<file path="src/design/i2crs_pkg.sv">
// shared types and codes for the i2c register slave
`default_nettype none

package i2crs_pkg;

  localparam int DEFAULT_BUFFER_DEPTH = 4;

  // host action codes
  localparam logic [1:0] ACT_SAMPLE = 2'd0;
  localparam logic [1:0] ACT_LOAD   = 2'd1;
  localparam logic [1:0] ACT_READ   = 2'd2;

  // bus phase codes
  localparam logic [2:0] PH_IDLE  = 3'd0;
  localparam logic [2:0] PH_ADDR  = 3'd1;
  localparam logic [2:0] PH_PTR   = 3'd2;
  localparam logic [2:0] PH_WDATA = 3'd3;
  localparam logic [2:0] PH_RDATA = 3'd4;
  localparam logic [2:0] PH_MACK  = 3'd5;
  localparam logic [2:0] PH_ACK   = 3'd6;

  // configuration register indexes
  localparam logic CFG_OWN_ADDR = 1'b0;
  localparam logic CFG_ENABLE   = 1'b1;

  localparam logic [6:0] OWN_ADDR_RESET = 7'd8;
  localparam logic [7:0] READ_FILL      = 8'hFF;

  typedef struct packed {
    logic [1:0] action;
    logic       scl_level;
    logic       sda_level;
    logic [1:0] host_index;
    logic [7:0] host_data;
  } in_item_t;

  typedef struct packed {
    logic       sda_pull_low;
    logic       address_hit;
    logic       rx_valid;
    logic [1:0] rx_slot;
    logic [7:0] rx_byte;
    logic [7:0] host_read_data;
  } out_item_t;

endpackage

`default_nettype wire

</file>
<file path="src/design/i2c_register_slave_core.sv">
// i2c register slave: one bus pin sample or host buffer access per transfer
//
// in_*  : one item per transfer; action selects a pin sample (scl/sda as
//         sampled this cycle), a host load of a transmit entry, or a host
//         read of a receive entry.
// out_* : exactly one result per input item, in order: sda drive, address
//         hit and receive strobes, and host read data.
// cfg_* : writes own address (index 0) and slave enable (index 1); always ready;
//         the user keeps it written only while the block is quiet (not enforced).
// The state update and result of an item are computed in the accept cycle and
// the result sits in the output register the cycle after. Throughput is one
// item per cycle while results are taken, set by the single pass of logic
// between the bus state registers and the output register.
// in_ready stays high while the output register is empty or being taken, so
// a stalled receiver holds the result and stops new items only when full.
// Reset: bus idle, pointer zero, lines seen as released, both buffers zero,
// own address 8 and slave disabled.
`default_nettype none

module i2c_register_slave_core
  import i2crs_pkg::*;
#(
  parameter int BUFFER_DEPTH = DEFAULT_BUFFER_DEPTH
) (
  input  wire logic      clk,
  input  wire logic      rst_n,
  input  wire logic      in_valid,
  output logic           in_ready,
  input  wire in_item_t  in_data,
  output logic           out_valid,
  input  wire logic      out_ready,
  output out_item_t      out_data,
  input  wire logic      cfg_valid,
  output logic           cfg_ready,
  input  wire logic      cfg_index,
  input  wire logic [6:0] cfg_data
);

  // only the first four entries can ever be written by the host or read back
  localparam int STORE_DEPTH = (BUFFER_DEPTH < 4) ? BUFFER_DEPTH : 4;
  localparam int STORE_W     = (STORE_DEPTH > 1) ? $clog2(STORE_DEPTH) : 1;
  localparam logic [8:0] DEPTH_V = 9'(BUFFER_DEPTH);
  localparam logic [8:0] STORE_V = 9'(STORE_DEPTH);

  logic [6:0] own_addr_r;
  logic       enable_r;

  logic [2:0] phase_r, phase_nxt;
  logic [3:0] cnt_r, cnt_nxt;
  logic [7:0] shift_r, shift_nxt;
  logic [7:0] ptr_r, ptr_nxt;
  logic       last_scl_r, last_scl_nxt;
  logic       last_sda_r, last_sda_nxt;
  logic       drive_r, drive_nxt;
  logic [7:0] tx_r [STORE_DEPTH];
  logic [7:0] tx_nxt [STORE_DEPTH];
  logic [7:0] rx_r [STORE_DEPTH];
  logic [7:0] rx_nxt [STORE_DEPTH];

  out_item_t out_r, out_nxt;
  logic      out_valid_r;
  logic      in_fire;

  logic       held_high, rising, falling;
  logic [7:0] tx_byte;
  logic [7:0] shifted;
  logic [8:0] ptr_inc;
  logic       idx_ok;

  assign in_ready  = !out_valid_r || out_ready;
  assign in_fire   = in_valid && in_ready;
  assign out_valid = out_valid_r;
  assign out_data  = out_r;
  assign cfg_ready = 1'b1;

  always_ff @(posedge clk) begin
    if (!rst_n) begin
      own_addr_r <= OWN_ADDR_RESET;
      enable_r   <= 1'b0;
    end else if (cfg_valid) begin
      case (cfg_index)
        CFG_OWN_ADDR: own_addr_r <= cfg_data;
        CFG_ENABLE:   enable_r   <= cfg_data[0];
        default:      ;
      endcase
    end
  end

  always_comb begin
    held_high = last_scl_r && in_data.scl_level;
    rising    = !last_scl_r && in_data.scl_level;
    falling   = last_scl_r && !in_data.scl_level;
    ptr_inc   = {1'b0, ptr_r} + 9'd1;
    shifted   = {shift_r[6:0], 1'b0};
    idx_ok    = {7'd0, in_data.host_index} < STORE_V;
    // byte sent on a read: stored entry, never-loaded entry, or past the end
    if ({1'b0, ptr_r} < STORE_V) begin
      tx_byte = tx_r[ptr_r[STORE_W-1:0]];
    end else if ({1'b0, ptr_r} < DEPTH_V) begin
      tx_byte = 8'd0;
    end else begin
      tx_byte = READ_FILL;
    end

    phase_nxt    = phase_r;
    cnt_nxt      = cnt_r;
    shift_nxt    = shift_r;
    ptr_nxt      = ptr_r;
    last_scl_nxt = last_scl_r;
    last_sda_nxt = last_sda_r;
    drive_nxt    = drive_r;
    tx_nxt       = tx_r;
    rx_nxt       = rx_r;
    out_nxt      = '0;

    case (in_data.action)
      ACT_LOAD: begin
        if (idx_ok) begin
          tx_nxt[in_data.host_index[STORE_W-1:0]] = in_data.host_data;
        end
      end
      ACT_READ: begin
        if (idx_ok) begin
          out_nxt.host_read_data = rx_r[in_data.host_index[STORE_W-1:0]];
        end
      end
      ACT_SAMPLE: begin
        if (held_high && last_sda_r && !in_data.sda_level) begin
          // start or repeated start
          if (enable_r) begin
            phase_nxt = PH_ADDR;
            cnt_nxt   = 4'd0;
            shift_nxt = 8'd0;
            drive_nxt = 1'b0;
          end
        end else if (held_high && !last_sda_r && in_data.sda_level) begin
          // stop
          phase_nxt = PH_IDLE;
          cnt_nxt   = 4'd0;
          drive_nxt = 1'b0;
        end else if (rising) begin
          case (phase_r)
            PH_ADDR, PH_PTR, PH_WDATA: begin
              if (cnt_r < 4'd8) begin
                shift_nxt = {shift_r[6:0], in_data.sda_level};
                cnt_nxt   = cnt_r + 4'd1;
              end
            end
            PH_RDATA: begin
              if (cnt_r < 4'd8) begin
                cnt_nxt = cnt_r + 4'd1;
              end
            end
            PH_MACK: begin
              // master nack ends the read
              if (in_data.sda_level) begin
                ptr_nxt   = 8'd0;
                phase_nxt = PH_IDLE;
                cnt_nxt   = 4'd0;
                drive_nxt = 1'b0;
              end
            end
            default: ;
          endcase
        end else if (falling) begin
          case (phase_r)
            PH_ADDR: begin
              if (cnt_r == 4'd8) begin
                if (shift_r[7:1] == own_addr_r) begin
                  out_nxt.address_hit = 1'b1;
                  phase_nxt = PH_ACK;
                  cnt_nxt   = shift_r[0] ? {1'b0, PH_RDATA} : {1'b0, PH_PTR};
                  drive_nxt = 1'b1;
                end else begin
                  phase_nxt = PH_IDLE;
                  cnt_nxt   = 4'd0;
                  drive_nxt = 1'b0;
                end
              end
            end
            PH_PTR: begin
              if (cnt_r == 4'd8) begin
                if ({1'b0, shift_r} < DEPTH_V) begin
                  ptr_nxt   = shift_r;
                  phase_nxt = PH_ACK;
                  cnt_nxt   = {1'b0, PH_WDATA};
                  drive_nxt = 1'b1;
                end else begin
                  phase_nxt = PH_IDLE;
                  cnt_nxt   = 4'd0;
                  drive_nxt = 1'b0;
                end
              end
            end
            PH_WDATA: begin
              if (cnt_r == 4'd8) begin
                if ({1'b0, ptr_r} < DEPTH_V) begin
                  if ({1'b0, ptr_r} < STORE_V) begin
                    rx_nxt[ptr_r[STORE_W-1:0]] = shift_r;
                  end
                  out_nxt.rx_valid = 1'b1;
                  out_nxt.rx_slot  = ptr_r[1:0];
                  out_nxt.rx_byte  = shift_r;
                  ptr_nxt          = ptr_inc[7:0];
                  if (ptr_inc < DEPTH_V) begin
                    phase_nxt = PH_ACK;
                    cnt_nxt   = {1'b0, PH_WDATA};
                    drive_nxt = 1'b1;
                  end else begin
                    // last slot is stored but not acked
                    phase_nxt = PH_IDLE;
                    cnt_nxt   = 4'd0;
                    drive_nxt = 1'b0;
                  end
                end else begin
                  phase_nxt = PH_IDLE;
                  cnt_nxt   = 4'd0;
                  drive_nxt = 1'b0;
                end
              end
            end
            PH_RDATA: begin
              if (cnt_r >= 4'd8) begin
                drive_nxt = 1'b0;
                cnt_nxt   = 4'd0;
                phase_nxt = PH_MACK;
              end else if (cnt_r != 4'd0) begin
                shift_nxt = shifted;
                drive_nxt = !shifted[7];
              end
            end
            PH_MACK: begin
              ptr_nxt   = ptr_inc[7:0];
              shift_nxt = tx_byte;
              cnt_nxt   = 4'd0;
              drive_nxt = !tx_byte[7];
              phase_nxt = PH_RDATA;
            end
            PH_ACK: begin
              drive_nxt = 1'b0;
              if (cnt_r == {1'b0, PH_RDATA}) begin
                ptr_nxt   = ptr_inc[7:0];
                shift_nxt = tx_byte;
                cnt_nxt   = 4'd0;
                drive_nxt = !tx_byte[7];
                phase_nxt = PH_RDATA;
              end else begin
                phase_nxt = (cnt_r == {1'b0, PH_PTR}) ? PH_PTR : PH_WDATA;
                cnt_nxt   = 4'd0;
                shift_nxt = 8'd0;
              end
            end
            default: begin
              phase_nxt = PH_IDLE;
              cnt_nxt   = 4'd0;
              drive_nxt = 1'b0;
            end
          endcase
        end
        last_scl_nxt = in_data.scl_level;
        last_sda_nxt = in_data.sda_level;
      end
      default: ;
    endcase

    out_nxt.sda_pull_low = drive_nxt;
  end

  always_ff @(posedge clk) begin
    if (!rst_n) begin
      phase_r     <= PH_IDLE;
      cnt_r       <= 4'd0;
      shift_r     <= 8'd0;
      ptr_r       <= 8'd0;
      last_scl_r  <= 1'b1;
      last_sda_r  <= 1'b1;
      drive_r     <= 1'b0;
      out_valid_r <= 1'b0;
      for (int i = 0; i < STORE_DEPTH; i++) begin
        tx_r[i] <= 8'd0;
        rx_r[i] <= 8'd0;
      end
    end else begin
      if (in_fire) begin
        phase_r    <= phase_nxt;
        cnt_r      <= cnt_nxt;
        shift_r    <= shift_nxt;
        ptr_r      <= ptr_nxt;
        last_scl_r <= last_scl_nxt;
        last_sda_r <= last_sda_nxt;
        drive_r    <= drive_nxt;
        tx_r       <= tx_nxt;
        rx_r       <= rx_nxt;
      end
      if (in_fire) begin
        out_valid_r <= 1'b1;
      end else if (out_ready) begin
        out_valid_r <= 1'b0;
      end
    end
  end

  always_ff @(posedge clk) begin
    if (in_fire) begin
      out_r <= out_nxt;
    end
  end

  // an address match always starts an ack
  a_hit_drives: assert property (@(posedge clk) disable iff (!rst_n)
    out_valid_r && out_r.address_hit |-> out_r.sda_pull_low)
    else $error("address hit without ack drive");

  // inside an ack the counter holds the phase that follows
  a_ack_next: assert property (@(posedge clk) disable iff (!rst_n)
    phase_r == PH_ACK |-> (cnt_r == {1'b0, PH_PTR} || cnt_r == {1'b0, PH_WDATA}
                           || cnt_r == {1'b0, PH_RDATA}))
    else $error("ack phase with bad follow-on phase");

  // host loads never move the bus state
  a_load_keeps_phase: assert property (@(posedge clk) disable iff (!rst_n)
    in_fire && in_data.action == ACT_LOAD |=> phase_r == $past(phase_r))
    else $error("host load changed bus phase");

  // a disabled slave stays idle
  a_disabled_idle: assert property (@(posedge clk) disable iff (!rst_n)
    in_fire && !enable_r && phase_r == PH_IDLE |=> phase_r == PH_IDLE)
    else $error("disabled slave left idle");

endmodule

`default_nettype wire
</file>
<file path="config.mk">
export PLATFORM = sky130hd
export DESIGN_NAME = i2c_register_slave_core
export DESIGN_NICKNAME = d
export VERILOG_FILES = /design/src/design/i2crs_pkg.sv /design/src/design/i2c_register_slave_core.sv
export SDC_FILE = /design/constraint.sdc
export NUM_CORES = 1
export LEC_CHECK = 0
export BUFFER_PORTS_ARGS = -buffer_cell sky130_fd_sc_hd__buf_2
export CAP_MARGIN = 20
export CELL_PAD_IN_SITES_DETAIL_PLACEMENT = 0
export CELL_PAD_IN_SITES_GLOBAL_PLACEMENT = 1
export CORE_ASPECT_RATIO = 0.8
export CORE_MARGIN = 3
export CORE_UTILIZATION = 30
export DETAILED_ROUTE_END_ITERATION = 10
export GPL_TIMING_DRIVEN = 0
export PLACE_DENSITY_LB_ADDON = 0.12
export SLEW_MARGIN = 25
export SYNTH_ARGS = -nofsm -noshare
export SYNTH_HDL_FRONTEND = slang
export SYNTH_SLANG_ARGS = --single-unit
</file>
<file path="constraint.sdc">
create_clock -name clk -period 3.3 [get_ports clk]
set_clock_uncertainty 0.2 [all_clocks]
set_input_delay 0.495 -clock clk [delete_from_list [all_inputs] [get_ports clk]]
set_output_delay 0.495 -clock clk [all_outputs]
set_load 0.02 [all_outputs]
</file>
After elaboration in Yosys (flattened, before gate mapping)
Index checks and enable logic that the tools add are counted.
{ "op_classes": {"add_sub_neg": 2, "n_lt_le_gt_ge": 9, "n_eq_ne": 34, "muxes": 92, "bitwise_logic": 12, "n_reduce_logical": 40} }
{ "ops": {"columns": ["cell", "n"], "rows": [
  ["two-way mux 8 bit", 26],
  ["bitwise mux 32 bit", 2],
  ["two-way mux 3 bit", 18],
  ["two-way mux 4 bit", 12],
  ["binary-select mux 8 bit (select 2 bit)", 2],
  ["demux 8 bit (select 2 bit)", 2],
  ["case mux 8 bit (4 select lines)", 1],
  ["!= test 5 bit (second input constant)", 5],
  ["case mux 8 bit (3 select lines)", 1],
  ["two-way mux 1 bit", 21],
  ["AND reduction 10 bit", 2],
  ["case mux 3 bit (6 select lines)", 1],
  ["less-than comparator 8 x 3 -> 1 bit (second input constant)", 2],
  ["case mux 4 bit (4 select lines)", 1],
  ["!= test 3 bit (second input constant)", 5],
  ["OR reduction 7 bit", 2],
  ["AND reduction 13 bit", 1],
  ["nonzero test 4 bit", 3],
  ["two-way mux 11 bit", 1],
  ["AND reduction 11 bit", 1],
  ["logical AND 1 bit", 10],
  ["!= test 5 x 2 -> 1 bit (second input constant)", 2],
  ["inverter 1 bit", 10],
  ["adder 8 x 1 -> 9 bit (second input constant)", 1],
  ["36 further kinds", 57]
]} }
{ "word_totals": {"ff_bits": 120, "input_bits": 27, "out_inout_bits": 24, "wordCells": 213} }

Longest topological paths before layout
Gate-level depths: netlist of the first run.
{ "depth": {"word_depth": 13, "ltp_mapped": 11, "ltp_nobuf": 8} }

Least setup slack after synthesis of the first run
No wires, ideal clock.
{ "synth_path": {"path_type": "input -> register", "start": "input out_ready", "end": "register tx_r[23] in the netlist's numbering", "setup_ps": 128, "arrival_ps": 2513, "required_time_ps": 2972, "slack_ps": 460, "cell_stages": 7, "path_buffers": 0, "path_cell_list": "nand2b_1 > nand2_1 > inv_1 > nand4b_1 > nor2_1 > mux2i_1 > nor2_1"} }
{ "synth_via": {"elab_chain_len": 3} }
{ "synth_rtl": {"columns": ["item", "line", "rtl"], "rows": [
  ["start: declaration", "i2c_register_slave_core.sv:31", "input wire logic out_ready,"],
  ["logical OR 1 bit", "i2c_register_slave_core.sv:70", "assign in_ready = !out_valid_r || out_ready;"],
  ["logical AND 1 bit", "i2c_register_slave_core.sv:71", "assign in_fire = in_valid && in_ready;"],
  ["named net in_fire", "i2c_register_slave_core.sv:62", "logic in_fire;"],
  ["AND reduction 2 bit (no source line)", null, null],
  ["end signal: assignment", "i2c_register_slave_core.sv:292", "tx_r <= tx_nxt;"],
  ["end: declaration", "i2c_register_slave_core.sv:55", "logic [7:0] tx_r [STORE_DEPTH];"]
]} }
The timed path passes the listed nets, and every way through them passes these cells.
A chain may end at the register's enable or synchronous reset.

Worst setup path after layout of the first run
{ "layout_path": {"start": "register cnt_r[0]", "end": "register ptr_r[2]"} }
{ "layout_via": {"elab_chain_len": 3, "word_cells_on_any_way": 6, "classes_between": "5 x eq/ne; 1 x reduce/logical"} }
{ "layout_rtl": {"columns": ["item", "line", "rtl"], "rows": [
  ["start: declaration", "i2c_register_slave_core.sv:49", "logic [3:0] cnt_r, cnt_nxt;"],
  ["start signal: assignment", "i2c_register_slave_core.sv:286", "cnt_r <= cnt_nxt;"],
  ["equality test 4 x 3 -> 1 bit / equality test 4 bit (equally long branches)", "i2c_register_slave_core.sv:241, i2c_register_slave_core.sv:182, i2c_register_slave_core.sv:196", null],
  ["!= test 3 bit (no source line)", null, null],
  ["AND reduction 13 bit (no source line) (*)", null, null],
  ["end signal: assignment", "i2c_register_slave_core.sv:288", "ptr_r <= ptr_nxt;"],
  ["end: declaration", "i2c_register_slave_core.sv:51", "logic [7:0] ptr_r, ptr_nxt;"]
]} }
Mark *: on every way between the ends. The rest lies on a longest branch, timed or not.

==> qor.txt, run 1 <==
LOGIC SYNTHESIS
-----------------------------------------------------------------------------------------------
Most used standard cell by instance count after synthesis                               dfxtp_1
Count of unique library cells instantiated by Yosys                                          65
Post-synth top area cell                                                                dfxtp_1
Main flop type after synthesis                                                          dfxtp_1
Largest cells by area after synthesis                                              dfxtp_1, edfxtp_1, mux2i_1
Asr flop ratio synth                                                                         0%
Syn avg cell area                                                                     9.360 µm²
Synthesized net count                                                                       692
Cell Area, Synth                                                                       6131 µm²
Synth cell count leaders                                                           dfxtp_1, nand2_1, nor2_1
Mapped Cells                                                                                655
Count of flip-flops with a built-in enable after synthesis                                   21
Count of warnings emitted by yosys                                                            0
Share of the synthesized area in the top cell type                                       32.33%
Number of register bits inferred by synthesis                                               120
Seq/Total Area, Yosys                                                                    42.61%

GLOBAL ROUTING
-----------------------------------------------------------------------------------------------
Largest net degree at the start of global routing                                            23
Overall fraction of global-route tracks in use                                           17.31%
Via count of the first global-routing pass                                                 5060
Antenna violations before repair                                                              0
First-pass GRT wire length                                                             29840 µm
Remaining Overflow, GRT                                                                       0

DETAILED ROUTING
-----------------------------------------------------------------------------------------------
Remaining design rule violation count                                                         0
Detailed-route wire length                                                             18840 µm
Drt first pass iters                                                                          5
Detailed-route vias per instance                                                          5.176
Drt first-iter violations                                                                   404
Routed len/inst                                                                        18.85 µm
Overall via count from detail_route                                                        5171
Final antenna-violating net count                                                             0

CTS
-----------------------------------------------------------------------------------------------
CTS tree                                                                                  built
Clock latency of the later-clocked register in the worst-skew pair                       410 ps
Number of clock sinks seen by CTS                                                           120
Clock buffer depth                                                                            2
H-tree depth                                                                                  4
Count of hold-fix buffers inserted at cts                                                     0
CTS Root Buffer Type                                                                  clkbuf_16
Clock input transition at the sequential cells of the worst setup and hold paths          60 ps
Setup Buffers After CTS                                                                       0
Number of buffers inserted during clock tree synthesis                                       17

CELLS AND AREA
-----------------------------------------------------------------------------------------------
Number of fillers in the final layout                                                      2068
Antenna cells                                                                                 0
Share of final-layout standard cells stronger than drive strength 1                      18.10%
Area growth from synthesis to final layout                                               19.31%
Final-stage net count                                                                       759

TIMING
-----------------------------------------------------------------------------------------------
Unrepaired setup endpoints after global routing                                              no
Summed negative setup slack over all endpoints                                             0 ps
Final Max Tran Viols                                                                          0
Final hold vios                                                                               0
Final period utilization                                                                 91.57%
Maximum achievable frequency                                                         0.3309 GHz
Slew at the pin closest to its max-slew limit                                          948.5 ps
Final period demand of the worst path                                                   3022 ps
Smallest setup slack after layout                                                      278.2 ps
Final count of negative-setup-slack endpoints                                                 0
Max_slew headroom                                                                        36.77%

SETUP PATH
-----------------------------------------------------------------------------------------------
Cell type group with the largest total delay on the critical path                  compound AO/OA/AOI/OAI gates
CP startpoint kind                                                                     register
Worst path buffer plus inverter count                                                         2
Peak per-stage delay on the critical path                                                660 ps
Arrival time of the worst setup path                                                    3100 ps
Category of the most critical setup path                                             reg -> reg
Ordered cell list for the critical path                                            inv_1 -> ha_1 -> and3b_1 -> a21boi_0 -> a32o_1 -> o21ai_0 -> buf_2 -> mux2i_1 -> nor2_1
Master of the slowest instance on the critical path                                     o21ai_0
Crit-path max FO                                                                             10
Setup crit end kind                                                                    register
Critical path data required time                                                        3380 ps

PLACED DESIGN
-----------------------------------------------------------------------------------------------
Estimated wirelength of the detail-placed design                                       13350 µm
Final RePlAce weighted congestion                                                        0.8517
Setup slack at placement                                                              -546.3 ps
# port buffers                                                                               48

FLOORPLANNING
-----------------------------------------------------------------------------------------------
Std-Cell Core Area                                                                    19910 µm²
Width of the die                                                                       165.8 µm
Area of the die                                                                       22200 µm²
Die H                                                                                  133.9 µm
Starting density of the core                                                             30.79%
Number of I/O pins                                                                           51
Rows                                                                                         46

FLOW RUN
-----------------------------------------------------------------------------------------------
Max capacitance violation total                                                               0

MIN PATH
-----------------------------------------------------------------------------------------------
Type of the most critical hold path                                                   in -> reg

OUTCOME
-----------------------------------------------------------------------------------------------
Status                                                                                completed

POWER AND IR DROP
-----------------------------------------------------------------------------------------------
Worst IR drop on VDD                                                                  0.2654 mV
Cell area power density                                                            489.6 nW/µm²
Leakage                                                                                2.665 nW

## cells in the final DEF (no fill, tap or decap), drive strengths merged, types with 5 or more instances in the layout
| cell type | synthesis | final |
|---|---|---|
| clkinvlp | 0 | 5 |
| dfxtp | 99 | 99 |
| buf | 18 | 66 |
| nand2 | 70 | 70 |
| nor2b | 12 | 12 |
| nor3 | 10 | 10 |
| mux4 | 16 | 16 |
| or4 | 5 | 5 |
| and2 | 13 | 13 |
| nand3 | 44 | 44 |
| nor2 | 59 | 59 |
| xor2 | 11 | 11 |
| ha | 10 | 10 |
| nor4 | 6 | 6 |
| o21ai | 27 | 27 |
| a31oi | 7 | 7 |
| nand2b | 9 | 9 |
| inv | 19 | 21 |
| or2 | 6 | 6 |
| edfxtp | 21 | 21 |
| a21oi | 48 | 48 |
| mux2i | 43 | 43 |
| clkinv | 0 | 5 |
| clkbuf | 33 | 53 |
## timing repair
item	4_1_cts	5_1_grt
endpoints found under the setup margin	16	14
gates resized for setup	2	6
pin swaps	0	0
## power breakdown
part | switching, mW | internal, mW
logic | 0.175 | 0.0805
clock network | 0.726 | 1.07
registers | 0.0114 | 1.51
## worst register-to-register path, stage by stage (launching register included)
cell and delay [ps]:
dfxtp_1 360, inv_1 100, ha_1 290, and3b_1 250, a21boi_0 140, a32o_1 250
o21ai_0 660, buf_2 380, mux2i_1 210, nor2_1 50
## sequential cells by signal, indices dropped and copies added (netlist names), 3 cells and up
name,cells
tx_r,32
ptr_r,8
shift_r,8
out_data,21
rx_r,32
phase_r,3
own_addr_r,7
cnt_r,4
## metrics by stage
step	instances	hold WS, ps	power [mW]	util, %	area (µm²)
2_1_floorplan	655	228.7	1.713	-	6131
3_3_place_gp	967	234.6	1.809	33.65	6701
3_5_place_dp	967	244.9	1.812	33.70	6710
4_1_cts	999	74.16	3.625	36.62	7293
5_1_grt	999	91.81	3.728	36.73	7315
6_report	999	98.64	3.581	36.73	7315
## cell type report
type | count | area, µm² | area share (%)
plain buffers | 51 | 336.6 | 4.601
repair buffers | 48 | 240.2 | 3.284
flip-flops and latches | 120 | 2613 | 35.72
well taps | 264 | 330.3 | 4.516
clock inverters | 12 | 87.58 | 1.197
clock buffers | 20 | 489.2 | 6.688
multi-input cells | 465 | 3143 | 42.97
inverters | 19 | 75.07 | 1.026
## worst paths after layout
path,start,to,slack (ps),depth (start not counted)
min reg2reg,rx_r[13],rx_r[13],250,2
max,cnt_r[0],ptr_r[2],280,9
min,cfg_data[3],own_addr_r[3],100,3
max reg2reg,cnt_r[0],ptr_r[2],280,9
## per-layer routing
layer	share of wire, %	GRT usage [%]
met4	1.4	5.543
met3	5.6	4.037
met5	0	0
met2	43	25.40
met1	50	25.18
## cell families (layout without fill, tap and decap cells)
| kind of cell | count (synthesis) | in the layout | synth area share (%) |
|---|---|---|---|
| xor gates and xnor gates | 15 | 15 | 2.143 |
| buffers and inverters | 70 | 150 | 6.633 |
| other | 1 | 1 | 0.06117 |
| DFF | 120 | 120 | 42.61 |
| muxes | 59 | 59 | 12.90 |
| and+or+nand+nor | 259 | 259 | 21.20 |
| adders and majority gates | 10 | 10 | 2.041 |
| AOI/OAI and AO/OA | 121 | 121 | 12.41 |
(Power assumes the default switching activity.)
==> inputs of run 2 (changes only) <==
clock period = 2.6 ns   (was 3.3 ns; I/O delays follow)
==> run 2 against run 1 <==
Net effect: register-to-register slack worse by 230 ps; critical path depth stayed put; total power is 28% higher; critical path type unchanged; sequential share of layout area is 1.6 points lower.
==> qor.txt, run 2 (same netlist as run 1, synthesis figures left out) <==
FLOORPLANNING
-----------------------------------------------------------------------------------------------
Area of the die                                                                       22200 µm²
Number of I/O pins                                                                           51
Std-Cell Core Area                                                                    19910 µm²
Starting density of the core                                                             30.79%
Die H                                                                                  133.9 µm
Rows                                                                                         46
Width of the die                                                                       165.8 µm

CELLS AND AREA
-----------------------------------------------------------------------------------------------
Final instance area                                                                    7680 µm²
Area used by multi-input combinational logic                                           3291 µm²
Share of final-layout standard cells stronger than drive strength 1                      23.60%
Number of fillers in the final layout                                                      2052
Most common cell after layout, fill and taps aside                                      dfxtp_1
Area growth from synthesis to final layout                                               25.27%
Final-stage net count                                                                       774
Antenna cells                                                                                 0
Highest-count cells in the layout ignoring fill and taps                           dfxtp_1, nand2_1, nor2_1, buf_2, a21oi_1
Area occupied by registers                                                             2618 µm²

POWER AND IR DROP
-----------------------------------------------------------------------------------------------
Leakage                                                                                2.844 nW
Cell area power density                                                            595.6 nW/µm²
Worst IR drop on VDD                                                                  0.3409 mV

DETAILED ROUTING
-----------------------------------------------------------------------------------------------
Remaining design rule violation count                                                         0
Overall via count from detail_route                                                        5301
Detailed-route vias per instance                                                          5.228
Detailed-route wire length                                                             19420 µm
Routed len/inst                                                                        19.15 µm
Drt first-iter violations                                                                   379
Final antenna-violating net count                                                             0
Drt first pass iters                                                                          5

CTS
-----------------------------------------------------------------------------------------------
Number of clock sinks seen by CTS                                                           120
CTS Root Buffer Type                                                                  clkbuf_16
Number of buffers inserted during clock tree synthesis                                       17
Clock latency of the later-clocked register in the worst-skew pair                       420 ps
Clock input transition at the sequential cells of the worst setup and hold paths          60 ps
Clock buffer depth                                                                            2
CTS tree                                                                                  built
H-tree depth                                                                                  4

GLOBAL ROUTING
-----------------------------------------------------------------------------------------------
First-pass GRT wire length                                                             30710 µm
Largest net degree at the start of global routing                                            17
Overall fraction of global-route tracks in use                                           17.80%
Remaining Overflow, GRT                                                                       0
Antenna violations before repair                                                              0
Via count of the first global-routing pass                                                 5238

PLACED DESIGN
-----------------------------------------------------------------------------------------------
Final RePlAce weighted congestion                                                        0.8517
Setup slack at placement                                                               -1141 ps
# port buffers                                                                               48
Estimated wirelength of the detail-placed design                                       13350 µm
Cell area after placement                                                              6710 µm²

TIMING
-----------------------------------------------------------------------------------------------
Slew at the pin closest to its max-slew limit                                          945.8 ps
Unrepaired setup endpoints after global routing                                              no
Smallest setup slack after layout                                                      53.14 ps
Final period demand of the worst path                                                   2547 ps
Final period utilization                                                                 97.96%
Final Max Tran Viols                                                                          0
Maximum achievable frequency                                                         0.3926 GHz
Final count of negative-setup-slack endpoints                                                 0
Final hold vios                                                                               0
Max_slew headroom                                                                        36.94%

SETUP PATH
-----------------------------------------------------------------------------------------------
CP startpoint kind                                                                     register
Setup crit end kind                                                                    register
Arrival time of the worst setup path                                                    2650 ps
Critical path data required time                                                        2710 ps
Category of the most critical setup path                                             reg -> reg
Crit-path max FO                                                                              8

MIN PATH
-----------------------------------------------------------------------------------------------
Type of the most critical hold path                                                   in -> reg

FLOW RUN
-----------------------------------------------------------------------------------------------
Max capacitance violation total                                                               0

OUTCOME
-----------------------------------------------------------------------------------------------
Status                                                                                completed

## run 2: cell types whose count changed in the layout (fill, tap and decap cells not counted), moves of 3 or more
| cell | delta |
|---|---|
| nand2_4 | +3 |
| buf_4 | +6 |
| clkbuf_1 | -9 |
| clkbuf_2 | +3 |
| dfxtp_2 | +4 |
| buf_6 | +3 |
| clkbuf_4 | +3 |
| buf_12 | +3 |
| dlygate4sd3_1 | +4 |
| dfxtp_1 | -4 |
| nand2_1 | -5 |
## run 2: final cells by class
type                            instances  area share, %
Inverter                               19         0.9775
Multi-Input combinational cell        465          42.85
Tap cell                              264          4.301
Sequential cell                       120          34.08
Clock inverter                         12          1.140
Timing Repair Buffer                   65          5.604
Timing Repair inverter                  1        0.06517
Buffer                                 48          4.611
Clock buffer                           20          6.370
## run 2: through the flow
stage               power, mW  TNS, ps  utilization (%)  cells  hold slack (ps)
floorplan               2.174    -2163                -    655            228.7
global placement        2.296   -42300            33.65    967            234.6
detailed placement      2.300   -40640            33.70    967            244.9
CTS                     4.619   -122.9            38.03   1015            6.635
global route            4.758        0            38.57   1014            21.39
finish                  4.574        0            38.57   1014            22.01
## run 2: routing by layer
metal / track usage, % / up-vias / part of all wire, %
li1: - / 2518 / -
met1: 25.90 / 2588 / 49
met2: 26.47 / 178 / 44
met3: 3.654 / 17 / 5.9
met4: 5.774 / 0 / 1.6
met5: 0 / - / 0
## run 2: what timing repair did
item | 4_1_cts | 5_1_grt
cloned | 2 | 0
resized for setup | 40 | 28
endpoints found under the hold margin | 4 | 0
pin swaps | 11 | 4
hold buffers | 4 | 0
setup endpoints to repair | 79 | 67
setup buffers | 11 | 1
## run 2: report_power, final
part	switching (mW)	leakage, nW	total, mW	internal, mW
clock network	0.925	0.273	2.29	1.36
logic	0.231	1.56	0.345	0.114
registers	0.0196	1.01	1.94	1.92
total	1.18	2.84	4.57	3.40
## run 2: worst max-delay path, cell delays in order, from the launching register on
cell       delay (ps)
dfxtp_2           350
inv_1              50
ha_1              190
buf_8             140
nand2b_1          150
o41ai_1           510
a211oi_2          220
and2_1            270
o2bb2ai_1         150
a32o_1            210
## run 2: final timing paths
| kind | start | to | slack (ps) | depth (start not counted) |
|---|---|---|---|---|
| max | last_scl_r | phase_r[1] | 50 | 9 |
| min | cfg_data[6] | own_addr_r[6] | 20 | 3 |
| max reg2reg | last_scl_r | phase_r[1] | 50 | 9 |
| min reg2reg | rx_r[13] | rx_r[13] | 250 | 2 |
